File: src/rtl/core/lzrgd_pkg.sv
// ----------------------------------------------------------------------------
// lzrgd_pkg
// Shared types and constants of the LZ/RLE graphics decompressor.
// ----------------------------------------------------------------------------
package lzrgd_pkg;

  localparam int HISTORY_DEPTH_DEF = 1024;
  localparam int QUEUE_DEPTH_DEF   = 2;

  // Fixed by the compressed format: the offset field is ten bits wide.
  localparam int OFS_W = 10;
  localparam int CNT_W = 6;

  localparam logic [7:0]       CTRL_LIT   = 8'h80;
  localparam logic [7:0]       CTRL_PAD   = 8'hA0;
  localparam logic [7:0]       CTRL_REP   = 8'hC0;
  localparam logic [7:0]       CTRL_ZERO  = 8'hE0;
  localparam logic [7:0]       LIT_OPEN   = 8'h80;
  localparam logic [OFS_W-1:0] OFS_BIAS   = 10'h3DF;
  localparam logic [CNT_W-1:0] RUN_EXTRA  = 6'd2;

  typedef enum logic [2:0] {
    PH_CONTROL,
    PH_OFFSET,
    PH_LITERAL,
    PH_PAD,
    PH_REPEAT
  } lzrgd_phase_t;

  typedef enum logic [1:0] {
    BK_IDLE,
    BK_READ,
    BK_COPY,
    BK_EMIT
  } lzrgd_bstate_t;

  // One unit of work handed from the decoder to the output engine.
  typedef struct packed {
    logic [7:0]       val;
    logic [CNT_W-1:0] cnt;
    logic             lead;
    logic             copy;
    logic [OFS_W-1:0] ofs;
    logic             clr;
  } lzrgd_job_t;

  // Status of the output engine, for checking.
  typedef struct packed {
    logic idle;
    logic bypass;
    logic dist_one;
    logic cnt_zero;
    logic busy;
  } lzrgd_bstat_t;

endpackage

File: src/rtl/core/lzrgd_queue.sv
// ----------------------------------------------------------------------------
// lzrgd_queue
// Small register FIFO of jobs between the decoder and the output engine.
// ----------------------------------------------------------------------------
module lzrgd_queue #(
  parameter int DEPTH = lzrgd_pkg::QUEUE_DEPTH_DEF
) (
  input  logic                  clk,
  input  logic                  rst_n,
  input  logic                  push,
  input  lzrgd_pkg::lzrgd_job_t push_job,
  output logic                  full,
  input  logic                  pop,
  output lzrgd_pkg::lzrgd_job_t head_job,
  output logic                  empty
);
  import lzrgd_pkg::*;

  localparam int PW = (DEPTH > 1) ? $clog2(DEPTH) : 1;
  localparam int CW = $clog2(DEPTH + 1);

  lzrgd_job_t    mem_r [DEPTH];
  logic [PW-1:0] wr_ptr_r, wr_ptr_nxt;
  logic [PW-1:0] rd_ptr_r, rd_ptr_nxt;
  logic [CW-1:0] count_r, count_nxt;
  logic          do_push, do_pop;

  assign full     = (count_r == CW'(DEPTH));
  assign empty    = (count_r == '0);
  assign head_job = mem_r[rd_ptr_r];
  assign do_push  = push && !full;
  assign do_pop   = pop && !empty;

  always_comb begin
    wr_ptr_nxt = wr_ptr_r;
    rd_ptr_nxt = rd_ptr_r;
    count_nxt  = count_r;
    if (do_push) begin
      wr_ptr_nxt = (wr_ptr_r == PW'(DEPTH - 1)) ? '0 : wr_ptr_r + PW'(1);
    end
    if (do_pop) begin
      rd_ptr_nxt = (rd_ptr_r == PW'(DEPTH - 1)) ? '0 : rd_ptr_r + PW'(1);
    end
    if (do_push && !do_pop) begin
      count_nxt = count_r + CW'(1);
    end else if (do_pop && !do_push) begin
      count_nxt = count_r - CW'(1);
    end
  end

  always_ff @(posedge clk) begin
    if (!rst_n) begin
      wr_ptr_r <= '0;
      rd_ptr_r <= '0;
      count_r  <= '0;
    end else begin
      wr_ptr_r <= wr_ptr_nxt;
      rd_ptr_r <= rd_ptr_nxt;
      count_r  <= count_nxt;
    end
  end

  always_ff @(posedge clk) begin
    if (do_push) begin
      mem_r[wr_ptr_r] <= push_job;
    end
  end

endmodule

File: config.mk
export PLATFORM = sky130hd
export DESIGN_NAME = lzrgd_queue
export DESIGN_NICKNAME = d
export VERILOG_FILES = /design/src/rtl/core/lzrgd_pkg.sv /design/src/rtl/core/lzrgd_queue.sv
export SDC_FILE = /design/constraint.sdc
export NUM_CORES = 1
export LEC_CHECK = 0
export BUFFER_PORTS_ARGS = -buffer_cell sky130_fd_sc_hd__buf_2
export CORE_ASPECT_RATIO = 0.5
export CORE_MARGIN = 4
export CORE_UTILIZATION = 46
export DETAILED_ROUTE_END_ITERATION = 8
export PLACE_DENSITY = 0.74
export SYNTH_ARGS = -nofsm -noshare
export SYNTH_HDL_FRONTEND = slang
export SYNTH_SLANG_ARGS = --single-unit
File: constraint.sdc
create_clock -name clk -period 2.2 [get_ports clk]
set_clock_uncertainty 0.2 [all_clocks]
set_input_delay 0.22 -clock clk [delete_from_list [all_inputs] [get_ports clk]]
set_output_delay 0.22 -clock clk [all_outputs]
set_load 0.02 [all_outputs]
==> qor_table.md <==
| Result | This run |
|:---|:---|
| Overall routed net length | 3.86 mm |
| Post-placement worst setup slack | 0.430 ns |
| Transition at the pin with the smallest max-transition slack | 0.355 ns |
| Sum of negative setup slack | 0 ns |
| Final critical-path share of the clock period | 87.3% |
| Starting Density | 48.6% |
| Most frequent cells in the layout | buf_2 (59), edfxtp_1 (54), dlygate4sd3_1 (28) |
| Unique cell type count in the Yosys netlist | 21 |
| Antenna violations before repair | 0 |
| All-Layer GR Usage | 13.5% |
| Routability cong. | 0.653 |
| Number of pins exceeding their max-slew limit in the final report | 0 |
| Area share of fa/ha/maj cells after synthesis | 0.574% |
| Worst slew margin | 76.4% |
| WHS | 0.100 ns |
| Cell row count | 17 |
| Ys Warns | 0 |
| Vertical die dimension | 56.7 um |
| Share of the yosys chip area belonging to registers | 79.0% |
| Share of cells above drive strength 1 | 48.8% |
| Final Setup Violations | 0 |
| Core utilization of the finished layout | 67.3% |
| Leading cell type in the layout, fill and taps excluded | buf_2 |
| Final Hold Fails | 0 |
| CTS tree | done |
| Final instance area | 0.00302 mm^2 |
| # diodes | 0 |
| Mux share of post-synthesis cell area | 13.9% |
| Type of the setup path with the least slack | flop to output pin |
| Syn avg cell area | 20.0 um^2 |
| TritonCTS sink count | 59 |
| Cell area after technology mapping | 0.00218 mm^2 |
| Clock transition at the registers of the reported paths | 0.06 ns |
| # fillers | 324 |
| CP Launch Type | flop |
| Maximum number of buffers from clock root to sink | 2 |
| IR Drop Worst-Case VDD | 0.892 mV |
| Core region area | 0.00449 mm^2 |
| Run status | complete, no violations |
| Max-cap check violation count | 0 |
| 1st-iter DRT viols | 33 |
| Final net count | 239 |
| Maximum number of pins on one net before global-route repair | 29 |
| Wire length of the first global-routing pass | 6.05 mm |
| Placed wire-length estimate after detailed placement | 2.43 mm |
| Hold Path Class | input port to flop |
| Clock insertion delay at the later pin of the skew report | 0.32 ns |
| Post-synthesis xor/xnor area fraction | 1.21% |
| Leftover overflow at the end of global routing | 0 |
| Number of buffer cells added on primary ports | 59 |
| Total cell area at the placement stage | 0.00259 mm^2 |
| Gate count of the mapped netlist | 109 |
| Arrival time of data at the critical path endpoint | 1.50 ns |
| Net count after synthesis | 141 |
| Number of H-tree levels | 3 |
| Total I/O pin count | 60 |
| Area grow syn2layout | 38.6% |
| Die footprint | 0.00597 mm^2 |
| Wirelength per Cell | 13.9 um |
| Number of synthesized register bits | 59 |
| Time the final worst path needs with I/O delays and setup | 1.92 ns |
| Power Dens Cells | 1070 mW/mm^2 |
| Vias in the first global route | 1,366 |
| Via Count | 1,237 |
| Reported leakage power | 1.16 nW |
| Fmax | 521 MHz |
| RSZ-0062 raised after global routing | no |
| DRC viols | 0 |
| Capturing element type of the critical path | output pin |
| Buffers inserted by post-CTS timing repair | 0 |
| Number of vias per cell after detailed routing | 4.47 |
| Combinational family with the most area after synthesis | multiplexers |
| Number of clock buffers inserted by TritonCTS | 9 |
| Post-route ant nets | 0 |
| Worst-path maximum fanout | 24 |
| CP required | 1.78 ns |
| Die boundary width | 105 um |
| Least setup slack across all paths after layout | 0.280 ns |
| Clock root buffer | clkbuf_8 |
| Basic-gate share of the synthesized area counting and, or, nand and nor cells | 2.53% |
| Share of the synthesized area in compound gates (AO/OA/AOI/OAI) | 1.49% |
| Number of iterations in the first detailed-routing pass | 4 |
-- layer usage --
| metal | GRT usage [%] | wire, um | share of wire, % |
|---|---|---|---|
| met4 | 7.10 | 22 | 0.57 |
| met3 | 4.94 | 200 | 5.2 |
| met2 | 26.0 | 2200 | 57 |
| met1 | 12.3 | 1430 | 37 |
| met5 | 0 | 0 | 0 |
-- critical path, cell delays in order (launching register included) --
cell	delay, ns
dfxtp_1	0.44
buf_12	0.22
mux2_2	0.35
buf_2	0.16
-- layout make-up --
class | instances | area (um^2) | share of cell area (%)
inverters | 2 | 7.51 | 0.248
well taps | 66 | 82.6 | 2.73
clock buffers | 11 | 131 | 4.35
repair buffers | 90 | 623 | 20.6
clock inverters | 4 | 18.8 | 0.621
multi-input cells | 45 | 437 | 14.5
flip-flops and latches | 59 | 1720 | 57.0
-- where the power goes --
part,switching [mW],internal [mW]
registers,0.0670,1.41
logic,0.559,0.449
clock network,0.361,0.392
-- registers in the layout, summed over array words and instances, names as in the netlist, named ones only --
signal    flops
mem_r        54
count_r       2
rd_ptr_r      1
wr_ptr_r      1
-- worst paths after layout --
| path | startpoint | endpoint | slack (ns) | cells past startpoint |
|---|---|---|---|---|
| worst min register to register | count_r[1] | count_r[1] | 0.35 | 2 |
| worst max register to register | count_r[0] | count_r[1] | 0.41 | 6 |
| worst min-delay path | push | wr_ptr_r | 0.10 | 3 |
| worst max-delay path | flop | head_job[17] | 0.28 | 3 |
-- cell usage after synthesis, drive strengths merged --
cell / n / area share [%]
o21ai: 2 / 0.46
nor2: 2 / 0.34
dfxtp: 5 / 4.6
xnor2: 2 / 0.80
o21a: 1 / 0.34
buf: 3 / 0.92
and2: 3 / 0.86
nor3: 1 / 0.46
nand2b: 1 / 0.29
ha: 1 / 0.57
mux2: 27 / 14
inv: 2 / 0.34
and3: 1 / 0.29
edfxtp: 54 / 74
or3: 1 / 0.29
xor2: 1 / 0.40
a21boi: 2 / 0.69
-- repair_timing --
item / 4_1_cts / 5_1_grt
hold buffers: 28 / 0
resized for setup: 0 / 0
hold endpoints to repair: 59 / 0
-- per-stage QoR --
| stage | cells | power, mW |
|---|---|---|
| finish | 277 | 3.24 |
| global route | 277 | 3.40 |
| CTS | 277 | 3.28 |
| detailed placement | 234 | 2.49 |
| global placement | 234 | 2.46 |
| floorplan | 109 | 2.17 |
-- kinds of logic after synthesis --
kind of cell | after synthesis
flip-flops | 59
multiplexers | 27
AND/OR/NAND/NOR | 9
AO/OA/AOI/OAI | 5
buffers and inverters | 5
XOR/XNOR | 3
adder cells (fa/ha/maj) | 1
Note: power is estimated with default switching activity, not from simulation.
