**config.mk**
```make
export PLATFORM = sky130hd
export DESIGN_NAME = lzrgd_front
export DESIGN_NICKNAME = d
export VERILOG_FILES = /design/src/rtl/core/lzrgd_pkg.sv /design/src/rtl/core/lzrgd_front.sv
export SDC_FILE = /design/constraint.sdc
export NUM_CORES = 1
export LEC_CHECK = 0
export ABC_AREA = 1
export CORE_ASPECT_RATIO = 1.1
export CORE_UTILIZATION = 68
export DETAILED_ROUTE_END_ITERATION = 10
export DONT_BUFFER_PORTS = 1
export PLACE_DENSITY_LB_ADDON = 0.25
export SYNTH_ARGS = -nofsm -noshare
export SYNTH_HDL_FRONTEND = slang
export SYNTH_SLANG_ARGS = --single-unit
```
**constraint.sdc**
```tcl
create_clock -name clk -period 2.2 [get_ports clk]
set_input_delay 0 -clock clk [delete_from_list [all_inputs] [get_ports clk]]
set_output_delay 0 -clock clk [all_outputs]
set_load 0.005 [all_outputs]
```
**src/rtl/core/lzrgd_pkg.sv**
```systemverilog
// ----------------------------------------------------------------------------
// lzrgd_pkg
// Shared types and constants of the LZ/RLE graphics decompressor.
// ----------------------------------------------------------------------------
package lzrgd_pkg;

  localparam int HISTORY_DEPTH_DEF = 1024;
  localparam int QUEUE_DEPTH_DEF   = 2;

  // Fixed by the compressed format: the offset field is ten bits wide.
  localparam int OFS_W = 10;
  localparam int CNT_W = 6;

  localparam logic [7:0]       CTRL_LIT   = 8'h80;
  localparam logic [7:0]       CTRL_PAD   = 8'hA0;
  localparam logic [7:0]       CTRL_REP   = 8'hC0;
  localparam logic [7:0]       CTRL_ZERO  = 8'hE0;
  localparam logic [7:0]       LIT_OPEN   = 8'h80;
  localparam logic [OFS_W-1:0] OFS_BIAS   = 10'h3DF;
  localparam logic [CNT_W-1:0] RUN_EXTRA  = 6'd2;

  typedef enum logic [2:0] {
    PH_CONTROL,
    PH_OFFSET,
    PH_LITERAL,
    PH_PAD,
    PH_REPEAT
  } lzrgd_phase_t;

  typedef enum logic [1:0] {
    BK_IDLE,
    BK_READ,
    BK_COPY,
    BK_EMIT
  } lzrgd_bstate_t;

  // One unit of work handed from the decoder to the output engine.
  typedef struct packed {
    logic [7:0]       val;
    logic [CNT_W-1:0] cnt;
    logic             lead;
    logic             copy;
    logic [OFS_W-1:0] ofs;
    logic             clr;
  } lzrgd_job_t;

  // Status of the output engine, for checking.
  typedef struct packed {
    logic idle;
    logic bypass;
    logic dist_one;
    logic cnt_zero;
    logic busy;
  } lzrgd_bstat_t;

endpackage

```
**src/rtl/core/lzrgd_front.sv**
```systemverilog
// ----------------------------------------------------------------------------
// lzrgd_front
// Command decoder: takes compressed beats and turns them into output jobs.
// ----------------------------------------------------------------------------
module lzrgd_front (
  input  logic                  clk,
  input  logic                  rst_n,
  input  logic                  in_valid,
  output logic                  in_stall,
  input  logic [7:0]            in_byte,
  input  logic                  in_last,
  input  logic                  q_full,
  output logic                  q_push,
  output lzrgd_pkg::lzrgd_job_t q_job
);
  import lzrgd_pkg::*;

  lzrgd_phase_t     phase_r, phase_nxt;
  logic [CNT_W-1:0] rem_r, rem_nxt;
  logic [7:0]       held_r, held_nxt;
  logic             accept;

  assign in_stall = q_full;
  assign accept   = in_valid && !q_full;

  always_ff @(posedge clk) begin
    if (!rst_n) begin
      phase_r <= PH_CONTROL;
      rem_r   <= '0;
      held_r  <= '0;
    end else begin
      phase_r <= phase_nxt;
      rem_r   <= rem_nxt;
      held_r  <= held_nxt;
    end
  end

  always_comb begin
    phase_nxt = phase_r;
    rem_nxt   = rem_r;
    held_nxt  = held_r;
    q_job     = '0;
    q_push    = 1'b0;
    if (accept) begin
      case (phase_r)
        PH_CONTROL: begin
          held_nxt = in_byte;
          if (in_byte < CTRL_LIT) begin
            phase_nxt = PH_OFFSET;
          end else if (in_byte < CTRL_PAD) begin
            rem_nxt   = CNT_W'(in_byte[4:0]);
            phase_nxt = PH_LITERAL;
          end else if (in_byte < CTRL_REP) begin
            rem_nxt   = CNT_W'(in_byte[4:0]) + RUN_EXTRA;
            phase_nxt = PH_PAD;
          end else if (in_byte[5] == 1'b0) begin
            phase_nxt = PH_REPEAT;
          end else begin
            q_job.cnt = CNT_W'(in_byte[4:0]) + RUN_EXTRA;
          end
        end
        PH_OFFSET: begin
          q_job.copy = 1'b1;
          q_job.cnt  = CNT_W'(held_r[6:2]) + RUN_EXTRA;
          q_job.ofs  = {held_r[1:0], in_byte} - OFS_BIAS;
          phase_nxt  = PH_CONTROL;
        end
        PH_LITERAL: begin
          q_job.val = in_byte;
          q_job.cnt = CNT_W'(1);
          if (held_r != LIT_OPEN) begin
            rem_nxt = rem_r - CNT_W'(1);
            if (rem_nxt == '0) begin
              phase_nxt = PH_CONTROL;
            end
          end
        end
        PH_PAD: begin
          q_job.val  = in_byte;
          q_job.cnt  = CNT_W'(2);
          q_job.lead = 1'b1;
          rem_nxt    = rem_r - CNT_W'(1);
          if (rem_nxt == '0) begin
            phase_nxt = PH_CONTROL;
          end
        end
        PH_REPEAT: begin
          q_job.val = in_byte;
          q_job.cnt = CNT_W'(held_r[4:0]) + RUN_EXTRA;
          phase_nxt = PH_CONTROL;
        end
        default: begin
          phase_nxt = PH_CONTROL;
        end
      endcase
      if (in_last) begin
        phase_nxt = PH_CONTROL;
        rem_nxt   = '0;
        held_nxt  = '0;
        q_job.clr = 1'b1;
      end
      q_push = (q_job.cnt != '0) || in_last;
    end
  end

endmodule

```
==> metrics.txt, run 1 <==
Die Wd just under 50 um; CTS Buffer Depth 2; antenna viol nets, final 0; drt drc 0; Max Fclk 487 MHz; largest net degree at the start of global routing 20; routed length per instance 13.5 um; Fin Setup TNS 0 ps; Yosys top cell by area dfxtp_1; Hold Crit Class in2out; RSZ-0062 raised after global routing false; grt ovf 0; final-report hold violation count 0; Rel. slew slack approximately 64%; R2R Path End phase_r[1]$_SDFFE_PN0P_; Gate Count Post-Synth 300; LEAKAGE ~0.86 nW; area added between synthesis and finish 8.28%; top post-synthesis cells by area dfxtp_1 (20%), nand2_1 (15%), nand3_1 (13%); vias post-DR 1970; initial drt markers 73; Num CTS Buffers 3; Placed Area roughly 1700 um2; RD Place Congestion slightly above 0.9; drt total wl 4540 um; global-route usage over all layers a little over a third; Final WS setup roughly 150 ps; Worst Hold Path Cells 0; WP data required approximately 2400 ps; setup slack, reg-to-reg ~150 ps; Syn. warnings 0; Reg-to-Reg Start rem_r[0]$_SDFFE_PN0P_; Total Power 0.750 mW; Final Cycle Share between 90% and 100%; maximum fanout along the worst path 6; die height around 54 um; clock insertion delay at the later pin of the skew report 290 ps; Max Clock Skew about 5.5 ps; Initial Utilization roughly three quarters; worst path arrival time 2240 ps; sequential share of the synthesized area approximately 20%; worst-case reg-to-reg path depth 12; Final Max Tran Viols 0; clk sinks 17; Hold Path End in_stall; vias in the first global route between 1500 and 2000; transition time of the tightest slew-check pin around 540 ps; Layout Nets 325; Syn Nets around 320; Setup violations, final 0; status finished, final reports clean; Synth cell types 31; Design Area, Final 1820 um2; CTS H-tree depth 1; Diodes inserted 0; Worst Setup End Kind flip-flop; Avg Inst Size Synth between 5 and 6 um2; Worst setup SP type flip-flop; Via-to-Cell Ratio between 5 and 6; layout cells sized above 1 under 10%; synthesized area 1680 um2; core area roughly 2300 um2; io pins 42; clock slew at reported path FFs 90 ps; Detail Placement HPWL 3220 um; PortBufs 0; Yosys reg bits 17; critical path class reg2reg; first-pass GRT wire length around 7400 um; row count 18; min Tclk post-route between 2000 and 2500 ps; Cell Pwr Density between 400 and 500 nW/um2; Max rail drop VDD about 0.57 mV; share of the synthesized area in the top cell type slightly above 20%; max_cap viols 0; initial antenna violation count 0; Root Driver clkbuf_4; hold path start q_full; TritonCTS clock tree yes; Place WS ~500 ps; die area between 2000 and 3000 um2; first drt pass iteration count 7
## through the flow
| step | hold WS, ps | cells | utilization (%) |
|---|---|---|---|
| after global routing | 0.0107 | 336 | 79.1 |
| after detailed placement | 0.0769 | 321 | 72.8 |
| after floorplan | 80.8 | 300 | - |
| after CTS | 0.0769 | 336 | 78.7 |
| final | 0.00220 | 336 | 79.1 |
| after global placement | 0.0757 | 321 | 72.8 |
## registers in the layout, summed over array words and instances (netlist names)
| register | count |
|---|---|
| held_r | 8 |
| phase_r | 3 |
| rem_r | 6 |
## report_power, final
group          leakage (nW)  switching (mW)  internal (mW)  total (mW)
clock network        0.0150          0.0922         0.0705       0.163
logic                 0.708           0.161         0.0877       0.249
registers             0.139          0.0184          0.320       0.338
## placed cells by master, fill, tap and decap left out, drive strengths merged, types with 2 or more instances in the layout
cell type    count
nand2           72
nor2            48
a21oi           28
inv             43
nor3             2
clkbuf           4
o21ai           15
dfxtp           17
xor2             2
buf              2
dlygate4sd3     11
nand3           44
nand4            7
ha               5
## critical path, stage by stage, from the launching register on
cell and delay [ps]:
dfxtp_2 360, inv_1 110, ha_1 210, nand3_1 100, nand2_1 80, nand2_1 50
nor2_1 90, nand3_1 90, nand2_2 120, nand3_1 90, nand2_1 60, dlygate4sd3_1 540
nor2_1 40
## cell type report
type                    count  area, um2
fillers                   192        480
repair buffers             13        125
clock buffers               4       26.3
flip-flops and latches     17        342
well taps                  30       37.5
multi-input cells         229       1120
inverters                  43        164
## what timing repair did
action / in CTS / in global routing
gates resized for setup: 0 / 3
hold buffers: 11 / 0
setup buffers: 0 / 0
setup endpoints to repair: 0 / 2
hold endpoints to repair: 16 / 0
## kinds of logic after synthesis
family                   synth area share, %
AND/OR/NAND/NOR                         46.8
buffers and inverters                   13.3
AO/OA/AOI/OAI                           14.4
flip-flops                              20.3
adder cells (fa/ha/maj)                 3.73
XOR/XNOR                                1.57
## cell usage after synthesis
library cell / number
nand2_4: 1
inv_2: 6
nand3_1: 43
o21bai_1: 1
ha_1: 5
a211oi_1: 1
o21a_1: 1
o21ai_1: 4
o21ai_2: 1
nand3_2: 1
inv_1: 36
buf_4: 1
buf_2: 4
nor3b_1: 1
nand2_2: 4
nor2_1: 44
nor2_2: 3
nand4_1: 7
clkbuf_1: 4
inv_4: 1
o21ai_0: 10
nor3_1: 2
clkbuf_2: 1
nor2_8: 1
a21oi_1: 28
dfxtp_1: 17
or2_0: 1
xnor2_1: 1
buf_6: 1
xor2_1: 2
nand2_1: 67
## layer usage
layer  global-route usage (%)  vias to the layer above  wire length, um
li1                         -                      981                -
met1                     44.7                      885             1850
met2                     64.4                       96             2250
met3                     6.50                        8              374
met4                     10.3                        0               63
met5                        0                        -                0
## how the worst max path moves through the flow
| stage | from | endpoint | slack [ps] | depth (start not counted) |
|---|---|---|---|---|
| final | rem_r[0]$_SDFFE_PN0P_ | phase_r[1]$_SDFFE_PN0P_ | 150 | 12 |
| after detailed placement | phase_r[0]$_SDFFE_PN0P_ | q_push | 490 | 13 |
| after global routing | rem_r[0]$_SDFFE_PN0P_ | phase_r[1]$_SDFFE_PN0P_ | 7 | 12 |
| after CTS | rem_r[0]$_SDFFE_PN0P_ | phase_r[1]$_SDFFE_PN0P_ | 60 | 10 |
| after floorplan | phase_r[0]$_SDFFE_PN0P_ | q_push | 650 | 13 |
| after global placement | phase_r[0]$_SDFFE_PN0P_ | q_push | 570 | 13 |
Note: power is estimated with default switching activity, not from simulation.
==> inputs of run 2 (changes only) <==
Settings changed: ABC_AREA 1 to default.
==> metrics.txt, run 2 <==
status finished with violations; failing checks negative hold slack, negative setup slack; Num CTS Buffers 3; Final WS setup -249 ps; Layout Nets approximately 250; asr flop ratio synth 0%; transition time of the tightest slew-check pin slightly below 700 ps; fill count between 150 and 200; drt total wl ~5000 um; antenna viol nets, final 0; Final Max Tran Viols 0; Hold Crit Class in2reg; Initial Utilization between 70% and 80%; global-route usage over all layers approximately two fifths; CP Cell Sequence or3b_4, mux2_2, ha_4, xnor2_2, o32ai_2, a2111oi_1, and4b_1, o21bai_1; maximum fanout along the worst path 3; largest net degree at the start of global routing 22; Die Wd around 49 um; Syn. warnings 0; Place WS -66.4 ps; hold path start in_byte[1]; row count 18; LEAKAGE approximately 0.64 nW; Max Fclk roughly 400 MHz; Synth Flop Type dfxtp_1; first drt pass iteration count 5; Detail Placement HPWL between 3000 and 4000 um; Root Driver clkbuf_4; io pins 42; layout cells sized above 1 between 10% and 20%; Via-to-Cell Ratio 6.92; WP data required 2200 ps; drt drc 0; delay-heaviest family, CP simple AND/OR/NAND/NOR gates; PortBufs 0; Worst setup SP type flip-flop; Syn Nets between 200 and 250; Max rail drop VDD between 0.3 and 0.4 mV; Post-synth top cells nor2_1 (22), dfxtp_1 (17), nand2_1 (16); Reg-to-Reg Start phase_r[2]$_SDFFE_PN0P_; die height ~54 um; commonest non-fill, non-tap cell in the layout nor2_1; CTS H-tree depth 1; clock insertion delay at the later pin of the skew report roughly 310 ps; WHS -11.4 ps; worst-case reg-to-reg path depth 7; Max Clock Skew 2.33 ps; Worst Hold Path Cells 3; initial drt markers roughly 110; most frequent cell after synthesis nor2_1; share of the synthesized area in the top cell type a little over 20%; clk sinks 17; met2 routed WL 2350 um; final-report hold violation count 1; clock slew at reported path FFs 100 ps; Final Cycle Share 111%; Worst path slowest cell or3b_4; max layer used met4; Yosys reg bits 17; sequential share of the synthesized area 20.7%; Worst Setup End Kind output port; Gate Count Post-Synth between 200 and 250; placed cells between 200 and 250; R2R Path End held_r[7]$_SDFFE_PN0P_; initial antenna violation count 0; first-pass GRT wire length 7810 um; Placed Area about 1700 um2; synthesized area between 1500 and 2000 um2; worst path arrival time approximately 2500 ps; grt ovf 0; Cell Pwr Density between 300 and 400 nW/um2; slowest stage delay, CP between 400 and 500 ps; Non-Filler Instances between 200 and 300; worst path bufs/invs 0; Diodes inserted 0; Avg Inst Size Synth around 7 um2; vias post-DR ~1800; Post-synth EDFFs 0; Total Power a little under 0.7 mW; Hold Path End rem_r[1]$_SDFFE_PN0P_; M1 wire length ~1900 um; Rel. slew slack 54.5%; max_cap viols 0; largest registers held_r (8), rem_r (6), phase_r (3); Design Area, Final around 1800 um2; RD Place Congestion roughly 0.95; vias in the first global route ~1700; area added between synthesis and finish 11.3%; top post-synthesis cells by area dfxtp_1 (21%), xor2_1 (5.9%), nor2_1 (5.0%); core area 2270 um2; met3 WL post-DR 568 um; min Tclk post-route 2450 ps; setup slack, reg-to-reg ~60 ps; max reg flops 8; most frequent cells in the layout nor2_1 (22), nand2_1 (16), dfxtp_1 (16), nor2b_1 (12); routed length per instance between 15 and 20 um; Yosys top cell by area dfxtp_1; Setup violations, final 2; critical path class reg2out; CTS Buffer Depth 2; TritonCTS clock tree yes; RSZ-0062 raised after global routing true; die area 2620 um2; Largest Register held_r; Synth cell types 56
[run 2: cells by family (layout without fill, tap and decap cells)]
| family | Yosys count | after routing | synth area share (%) |
|---|---|---|---|
| and+or+nand+nor | 106 | 106 | 34.7 |
| AOI/OAI and AO/OA | 55 | 55 | 22.7 |
| buffers and inverters | 25 | 28 | 6.38 |
| DFF | 17 | 17 | 20.7 |
| xor gates and xnor gates | 16 | 16 | 8.51 |
| adders and majority gates | 5 | 5 | 3.80 |
| muxes | 5 | 5 | 3.19 |
[run 2: stage by stage]
stage                     setup TNS, ps  utilization [%]
after global routing               -399             80.6
after CTS                          -282             80.5
after floorplan                       0                -
after detailed placement          -66.4             72.7
after global placement                0             72.7
final                              -331             80.6
[run 2: tightest hold or removal path: stages]
cell and delay [ps]:
xnor2_1 50, a21oi_1 140, o31ai_1 70
[run 2: layer usage]
metal  global-route usage (%)  vias to the layer above
met3                     4.24                       16
met5                        0                        -
li1                         -                      833
met2                     72.2                      158
met1                     48.0                      807
met4                     20.1                        0
[run 2: final cells by class]
| cell class | count | area [um2] | share of cell area (%) |
|---|---|---|---|
| clock inverters | 1 | 5.00 | 0.273 |
| inverters | 6 | 22.5 | 1.23 |
| clock buffers | 3 | 22.5 | 1.23 |
| multi-input cells | 187 | 1240 | 67.7 |
| repair buffers | 18 | 163 | 8.87 |
| flip-flops and latches | 17 | 342 | 18.6 |
| well taps | 30 | 37.5 | 2.05 |
[run 2: how the worst max path moves through the flow]
stage | cells after the start | startpoint | slack [ps] | to
2_1_floorplan | 9 | phase_r[2]$_SDFFE_PN0P_ | 40 | q_push
3_3_place_gp | 8 | phase_r[0]$_SDFFE_PN0P_ | 2 | q_push
3_5_place_dp | 8 | phase_r[0]$_SDFFE_PN0P_ | -70 | q_push
4_1_cts | 8 | phase_r[0]$_SDFFE_PN0P_ | -240 | q_push
5_1_grt | 8 | phase_r[0]$_SDFFE_PN0P_ | -270 | q_push
6_report | 8 | phase_r[0]$_SDFFE_PN0P_ | -250 | q_push
[run 2: power breakdown]
part,switching (mW),total [mW],internal [mW]
Clock,0.111,0.179,0.0682
Sequential,0.0122,0.328,0.316
Combinational,0.0917,0.168,0.0762
Total,0.215,0.675,0.461
[run 2: what timing repair did]
| action | 4_1_cts | 5_1_grt |
|---|---|---|
| hold buffers | 11 | 0 |
| resized for setup | 7 | 2 |
| setup buffers | 0 | 0 |
| pin swaps | 2 | 1 |
| setup endpoints to repair | 2 | 3 |
| endpoints found under the hold margin | 17 | 0 |
